## src/sv/lcd_scanline_timing_counter_assert.svh

```systemverilog
// Assertion macros for the scanline timing counter.
`ifndef LCD_SCANLINE_TIMING_COUNTER_ASSERT_SVH
`define LCD_SCANLINE_TIMING_COUNTER_ASSERT_SVH

`ifndef SYNTH

// Checks a condition at every clock edge outside reset.
`define LCDST_ASSERT(lbl, cond, msg) \
  lbl: assert property (@(posedge clk_i) disable iff (!rst_ni) (cond)) else $error(msg);

// Checks that a condition in one cycle implies another in the next cycle.
`define LCDST_ASSERT_NEXT(lbl, pre, post, msg) \
  lbl: assert property (@(posedge clk_i) disable iff (!rst_ni) (pre) |=> (post)) \
    else $error(msg);

`else

`define LCDST_ASSERT(lbl, cond, msg)
`define LCDST_ASSERT_NEXT(lbl, pre, post, msg)

`endif

`endif

```

## src/sv/lcdst_pkg.sv

```systemverilog
// Types and constants shared by the scanline timing counter modules.
package lcdst_pkg;

  localparam logic [15:0] LyAddr       = 16'hFF44;
  localparam logic [7:0]  VblankMask   = 8'd144;
  localparam logic [7:0]  LastLineMask = 8'd153;
  localparam logic [6:0]  DotEndMask   = 7'd113;
  localparam logic [6:0]  DotReset     = 7'd99;

  localparam logic [2:0] PhaseB = 3'd1;
  localparam logic [2:0] PhaseD = 3'd3;
  localparam logic [2:0] PhaseF = 3'd5;
  localparam logic [2:0] PhaseH = 3'd7;

  typedef struct packed {
    logic [2:0]  phase;
    logic        lcd_enable;
    logic        read_request;
    logic [15:0] read_address;
  } item_t;

  typedef struct packed {
    logic        read_valid;
    logic [7:0]  read_data;
    logic [6:0]  dot_count;
    logic [7:0]  line_count;
    logic        vblank;
    logic        vsync_n;
    logic        line_trigger;
  } result_t;

  typedef struct packed {
    logic [6:0] dot;
    logic [7:0] line;
    logic       line_done;
    logic       line_start;
    logic       video_end1;
    logic       video_end2;
    logic       last_line;
    logic       vsync;
    logic       vblank;
  } timing_t;

  localparam timing_t TimingReset = '{
    dot:        DotReset,
    line:       8'd0,
    line_done:  1'b0,
    line_start: 1'b0,
    video_end1: 1'b0,
    video_end2: 1'b0,
    last_line:  1'b1,
    vsync:      1'b0,
    vblank:     1'b0
  };

endpackage

```

## src/sv/lcdst_step.sv

```systemverilog
// Next-state and result logic for one phase beat of the scanline timing.
module lcdst_step (
  input  lcdst_pkg::item_t   item_i,
  input  lcdst_pkg::timing_t state_i,
  output lcdst_pkg::timing_t state_o,
  output lcdst_pkg::result_t result_o
);
  import lcdst_pkg::*;

  logic ph_b, ph_d, ph_f, ph_h;
  logic vblank_now, vid_line, not_line0, is_last, dot_end, hit;
  timing_t nx;

  assign ph_b = item_i.phase == PhaseB;
  assign ph_d = item_i.phase == PhaseD;
  assign ph_f = item_i.phase == PhaseF;
  assign ph_h = item_i.phase == PhaseH;

  assign vblank_now = (state_i.line & VblankMask) == VblankMask;
  assign vid_line   = state_i.line_done && !vblank_now;
  assign not_line0  = state_i.line != 8'd0;
  assign is_last    = (state_i.line & LastLineMask) == LastLineMask;
  assign dot_end    = (state_i.dot & DotEndMask) == DotEndMask;
  assign hit        = item_i.read_request && (item_i.read_address == LyAddr);

  always_comb begin
    nx = state_i;
    if (ph_b) begin
      nx.dot = state_i.dot + 7'd1;
      // Line flags are captured once, on the first B phase after a line end.
      if (state_i.line_done && !state_i.line_start) begin
        nx.last_line = is_last;
        nx.vsync     = not_line0;
        nx.vblank    = vblank_now;
      end
      nx.line_start = state_i.line_done;
    end
    if (ph_f) begin
      if (dot_end && !state_i.line_done) begin
        nx.line = state_i.line + 8'd1;
      end
      nx.line_done = dot_end;
    end
    if (ph_b || ph_f) begin
      nx.video_end1 = vid_line;
    end
    if (ph_d || ph_h) begin
      nx.video_end2 = state_i.video_end1;
    end
    // These clears use the flags as they stand after this beat's updates.
    if (nx.line_done) begin
      nx.dot = 7'd0;
    end
    if (nx.last_line) begin
      nx.line = 8'd0;
    end
    if (!item_i.lcd_enable) begin
      nx.dot        = 7'd0;
      nx.line       = 8'd0;
      nx.line_done  = 1'b0;
      nx.line_start = 1'b0;
      nx.last_line  = 1'b0;
      nx.vsync      = 1'b0;
      nx.vblank     = 1'b0;
    end
  end

  assign state_o = nx;

  always_comb begin
    result_o.read_valid   = hit;
    result_o.read_data    = hit ? state_i.line : 8'd0;
    result_o.dot_count    = nx.dot;
    result_o.line_count   = nx.line;
    result_o.vblank       = nx.vblank;
    result_o.vsync_n      = nx.vsync;
    result_o.line_trigger = (nx.video_end1 && !nx.video_end2) || !item_i.lcd_enable;
  end

endmodule

```

## src/sv/lcd_scanline_timing_counter.sv

```systemverilog
// Top level of the scanline timing counter: input register, timing state, result register.
// One phase beat can be accepted every clock cycle while in_stall_o is low; it passes from
// the input register through the step logic into the result register. The rate is one beat
// per cycle when not stalled, set by the combinational step logic between the two
// registers, which updates the dot counter, line counter and flags in the same cycle. The
// block holds at most two beats, so the input stalls only when a result is held off and the
// input register is also occupied. A read of 0xFF44 returns the line count from before the
// beat. Dropping lcd_enable forces line_trigger high, clearing all state but video_end1/2.
module lcd_scanline_timing_counter (
  input  logic        clk_i,
  input  logic        rst_ni,
  input  logic        in_valid_i,
  output logic        in_stall_o,
  input  logic [2:0]  phase_i,
  input  logic        lcd_enable_i,
  input  logic        read_request_i,
  input  logic [15:0] read_address_i,
  output logic        out_valid_o,
  input  logic        out_stall_i,
  output logic        read_valid_o,
  output logic [7:0]  read_data_o,
  output logic [6:0]  dot_count_o,
  output logic [7:0]  line_count_o,
  output logic        vblank_o,
  output logic        vsync_n_o,
  output logic        line_trigger_o
);
  import lcdst_pkg::*;

  `include "lcd_scanline_timing_counter_assert.svh"

  logic    in_valid_q, in_valid_d;
  item_t   item_q;
  timing_t state_q, state_d;
  result_t result_q, result_d;
  logic    out_valid_q, out_valid_d;
  logic    advance, in_accept;

  // A beat moves into the result register when that register is free or being drained.
  assign advance    = in_valid_q && (!out_valid_q || !out_stall_i);
  assign in_stall_o = in_valid_q && !advance;
  assign in_accept  = in_valid_i && !in_stall_o;

  assign in_valid_d  = in_accept || (in_valid_q && !advance);
  assign out_valid_d = advance || (out_valid_q && out_stall_i);

  lcdst_step u_step (
    .item_i   (item_q),
    .state_i  (state_q),
    .state_o  (state_d),
    .result_o (result_d)
  );

  always_ff @(posedge clk_i or negedge rst_ni) begin
    if (!rst_ni) begin
      in_valid_q  <= 1'b0;
      out_valid_q <= 1'b0;
      state_q     <= TimingReset;
    end else begin
      in_valid_q  <= in_valid_d;
      out_valid_q <= out_valid_d;
      if (advance) begin
        state_q <= state_d;
      end
    end
  end

  always_ff @(posedge clk_i) begin
    if (in_accept) begin
      item_q <= '{phase: phase_i, lcd_enable: lcd_enable_i,
                  read_request: read_request_i, read_address: read_address_i};
    end
    if (advance) begin
      result_q <= result_d;
    end
  end

  assign out_valid_o    = out_valid_q;
  assign read_valid_o   = result_q.read_valid;
  assign read_data_o    = result_q.read_data;
  assign dot_count_o    = result_q.dot_count;
  assign line_count_o   = result_q.line_count;
  assign vblank_o       = result_q.vblank;
  assign vsync_n_o      = result_q.vsync_n;
  assign line_trigger_o = result_q.line_trigger;

  `LCDST_ASSERT_NEXT(a_state_holds, !advance, $stable(state_q),
                     "timing state changed without a beat")
  `LCDST_ASSERT_NEXT(a_result_follows, advance, out_valid_q, "beat advanced but no result shown")
  `LCDST_ASSERT_NEXT(a_disable_clears, advance && !item_q.lcd_enable,
                     state_q.dot == 7'd0 && state_q.line == 8'd0 && !state_q.vblank,
                     "display off did not clear counters")
  `LCDST_ASSERT_NEXT(a_disable_trigger, advance && !item_q.lcd_enable, result_q.line_trigger,
                     "display off did not force line trigger")

endmodule
```

## config.mk

```make
export PLATFORM = sky130hd
export DESIGN_NAME = lcd_scanline_timing_counter
export DESIGN_NICKNAME = d
export VERILOG_FILES = /design/src/sv/lcdst_pkg.sv /design/src/sv/lcdst_step.sv /design/src/sv/lcd_scanline_timing_counter.sv
export VERILOG_INCLUDE_DIRS = /design/src /design/src/sv
export SDC_FILE = /design/constraint.sdc
export NUM_CORES = 1
export LEC_CHECK = 0
export BUFFER_PORTS_ARGS = -buffer_cell sky130_fd_sc_hd__clkbuf_2
export CAP_MARGIN = 30
export CORE_ASPECT_RATIO = 1.4
export CORE_MARGIN = 3
export CORE_UTILIZATION = 38
export DETAILED_ROUTE_END_ITERATION = 8
export GPL_ROUTABILITY_DRIVEN = 0
export PLACE_DENSITY = 0.6
export RECOVER_POWER = 100
export SYNTH_ARGS = -nofsm -noshare
export SYNTH_HDL_FRONTEND = slang
export SYNTH_SLANG_ARGS = --single-unit
```

## constraint.sdc

```tcl
create_clock -name clk_i -period 2 [get_ports clk_i]
set_clock_uncertainty 0.1 [all_clocks]
set_input_delay 0.6 -clock clk_i [delete_from_list [all_inputs] [get_ports clk_i]]
set_output_delay 0.6 -clock clk_i [all_outputs]
set_load 0.005 [all_outputs]
```

==> reports/metrics.csv <==
stage;metric;value;unit
outcome;status;complete, no violations;
place;io_buffers;53;
job;cap_violations;0;
sta;setup_viol;0;
worst_setup_path;cp.arrival;1930;ps
synth;yosysUniqueCellTypes;62;
pwr;p_per_area;821;nW/um^2
place;place_area;3850;sq um
finish;drive_above_1_share;0.303;
clock_network;cts_max_level;3;
synth;synthMuxAreaShare;0.0167;
synth;ys_async_sr_fraction;0.333;
clock_network;hold_buffers;0;
synth;synth_compound_area_frac;0.127;
synth;yosys.area_share.simple;0.165;
global_routing;grt_overflow;0;
detailed_routing;wl_per_cell;15.2;microns
detailed_routing;drt_iter0_markers;166;
detailed_routing;dr.pass1.iters;4;
worst_setup_path;r2r_slack;50;ps
sta;drv_slew;0;
sta;fin_crit;1950;ps
clock_network;cts_max_path_buffers;2;
die;die_h;116;microns
pwr;total_power;3.35;mW
synth;yosysMostFrequentCell;edfxtp_1;
global_routing;grt_pass1_vias;2401;
finish;nNetsFinal;370;
worst_setup_path;end_kind;flip-flop;
clock_network;cts_tree;yes;
synth;synth_top_area_share;0.438;
worst_setup_path;r2r_start;item_q[20];
clock_network;clkSlewWorstSetupHoldPaths;50;ps
die;initial_core_util;0.397;
synth;syn-cell-area;3290;sq um
place;dp_cells;432;
worst_setup_path;critPathKind;flip-flop to flip-flop;
detailed_routing;post_drt_via_cell_ratio;5.27;
synth;synth_area_per_cell;12.5;sq um
hold_path;min_path_type;input pin to flip-flop;
die;io_pins;54;
worst_setup_path;cp.required;1980;ps
pwr;p_leak;1.58;nW
finish;final_area;4080;sq um
hold_path;min_path_cells;1;
sta;hold_viol_final;0;
detailed_routing;final_antenna_net_count;0;
global_routing;grt_max_degree;25;
place;dp_hpwl;5.00;mm
sta;tns;0;ps
worst_setup_path;cp-start-kind;flip-flop;
clock_network;clock_latency;330;ps
synth;yosysSeqAreaShare;0.623;
worst_setup_path;startpoint;item_q[20];
die;coreArea;8300;sq um
global_routing;antenna_found_initial;0;
worst_setup_path;worst-path-max-fanout;10;
clock_network;cts_root_buffer;clkbuf_16;
sta;max_freq;512;MHz
synth;synthXorXnorAreaFrac;0.0240;
pwr;vdd_drop_max;0.000712;V
synth;yosysWarnings;0;
die;num_rows;39;
worst_setup_path;ff2ff_path_depth;4;
synth;synthAdderAreaFrac;0.0114;
sta;grt_setup_unrepaired;true;
synth;synth.area.top_cells;edfxtp_1 (44%), dfrtp_1 (14%), dfstp_2 (4.0%);
worst_setup_path;r2r-end;dot_count_o[6];
synth;synth_flop_cell;edfxtp_1;
synth;yosysTopAreaCell;edfxtp_1;
global_routing;globalRouteTotalUtil;0.150;
global_routing;grt_pass1_wl;11.3;mm
finish;syn_to_final_growth;24.0;%
detailed_routing;via_count;2366;
detailed_routing;routed_wl;6.84;mm
synth;synth_top_family_by_area;simple AND/OR/NAND/NOR gates;
synth;ys_seq_elements;72;
sta;min_period_over_period;0.976;
synth;synthTopCellsByCount;edfxtp_1 (48), dfrtp_1 (19), nand2_1 (17);
synth;syn_inst;263;
finish;antennaDiodeCount;0;
detailed_routing;drc;0;
die;die-area;9820;sq um
sta;relSlewSlack;0.0467;
die;die_width;84.6;microns
finish;utilization;0.492;
finish;fillers;787;
worst_setup_path;critPathCapture;dot_count_o[6];
finish;stdcell_count;449;
synth;synth_edf_count;48;
synth;synth_nets;291;
sta;worstMarginPinSlew;1430;ps
clock_network;cts.sinks;72;
clock_network;numCtsBuffers;9;
-- worst min-delay path by stage --
stage,start,endpoint
3_5_place_dp,in_valid_q,out_valid_o
5_1_grt,read_address_i[2],item_q[2]
3_3_place_gp,in_valid_q,out_valid_o
6_report,read_address_i[5],item_q[5]
4_1_cts,rst_ni,out_valid_o
2_1_floorplan,rst_ni,in_valid_q
-- per-layer routing --
layer / up-vias / wire length, microns / global-route usage
li1: 1150 / - / -
met1: 1142 / 2700 / 0.161
met2: 63 / 3710 / 0.273
met3: 11 / 261 / 0.0277
met4: 0 / 170 / 0.0855
met5: - / 0 / 0
-- cells by family (layout without fill, tap and decap cells) --
logic type,Yosys count,after routing
compound gates,54,54
xor+xnor,9,9
fa+ha+maj,3,3
buf+inv,26,110
flops,72,72
mux,5,5
simple gates,94,94
-- critical path: stages (launching register included) --
cell	delay, ps
edfxtp_1	440
or3b_4	430
buf_4	190
o31a_1	300
o211a_1	240
-- metrics by stage --
step / setup WS, ps / hold slack (ps)
6_report: 47.9 / 341
5_1_grt: -2.90 / 332
4_1_cts: 14.9 / 212
3_5_place_dp: 22.8 / 377
3_3_place_gp: 79.8 / 363
2_1_floorplan: 48.2 / 204
-- final cells by class --
type / count / area [sq um] / share of cell area
Sequential cell: 72 / 2050 / 0.502
Multi-Input combinational cell: 165 / 1160 / 0.283
Timing Repair Buffer: 80 / 438 / 0.107
Clock buffer: 11 / 233 / 0.0571
Tap cell: 102 / 128 / 0.0313
Inverter: 14 / 52.6 / 0.0129
Clock inverter: 5 / 23.8 / 0.00583
-- layout by cell type (no fill, tap or decap), types with 2 or more instances in the layout --
master / netlist / routed
clkbuf_2: 1 / 44
nor2_1: 16 / 16
nor3_1: 7 / 6
or3_1: 3 / 2
xor2_1: 2 / 2
buf_4: 0 / 21
nor4b_1: 3 / 3
inv_1: 14 / 14
nand2_1: 17 / 16
clkbuf_16: 0 / 9
nand2b_1: 2 / 2
ha_1: 3 / 3
and2_0: 0 / 3
nand3_1: 13 / 13
mux2_2: 4 / 4
or2_2: 2 / 2
nand4_1: 4 / 4
dfrtp_1: 19 / 19
nand3b_1: 2 / 2
edfxtp_1: 48 / 48
a21oi_1: 8 / 8
nor4_1: 3 / 3
a32oi_1: 2 / 2
o21ai_0: 3 / 3
nand4bb_1: 2 / 2
nor2b_1: 2 / 2
clkinv_2: 0 / 4
a22o_1: 6 / 6
a31oi_1: 5 / 5
clkbuf_1: 7 / 16
dfstp_2: 5 / 5
and2_1: 10 / 7
o22ai_1: 4 / 4
o31ai_1: 7 / 7
xnor2_1: 7 / 6
-- sequential cells by signal (all words and copies together) (netlist names) --
signal	cells
state_q	22
vsync_n_o	1
in_valid_q	1
line_trigger_o	1
dot_count_o	7
vblank_o	1
line_count_o	8
read_data_o	8
read_valid_o	1
item_q	21
out_valid_o	1
-- report_power, final --
part           switching, mW  leakage [nW]  internal (mW)
clock network          0.557         0.130          0.825
logic                  0.144         0.669          0.101
registers             0.0368         0.783           1.69
total                  0.737          1.58           2.61
-- what timing repair did --
action                                 4_1_cts  5_1_grt
endpoints found under the hold margin        0        0
setup buffers                                0        1
setup endpoints to repair                    0       15
gates resized for setup                      0        6
Power figures use the tool's default switching activity.
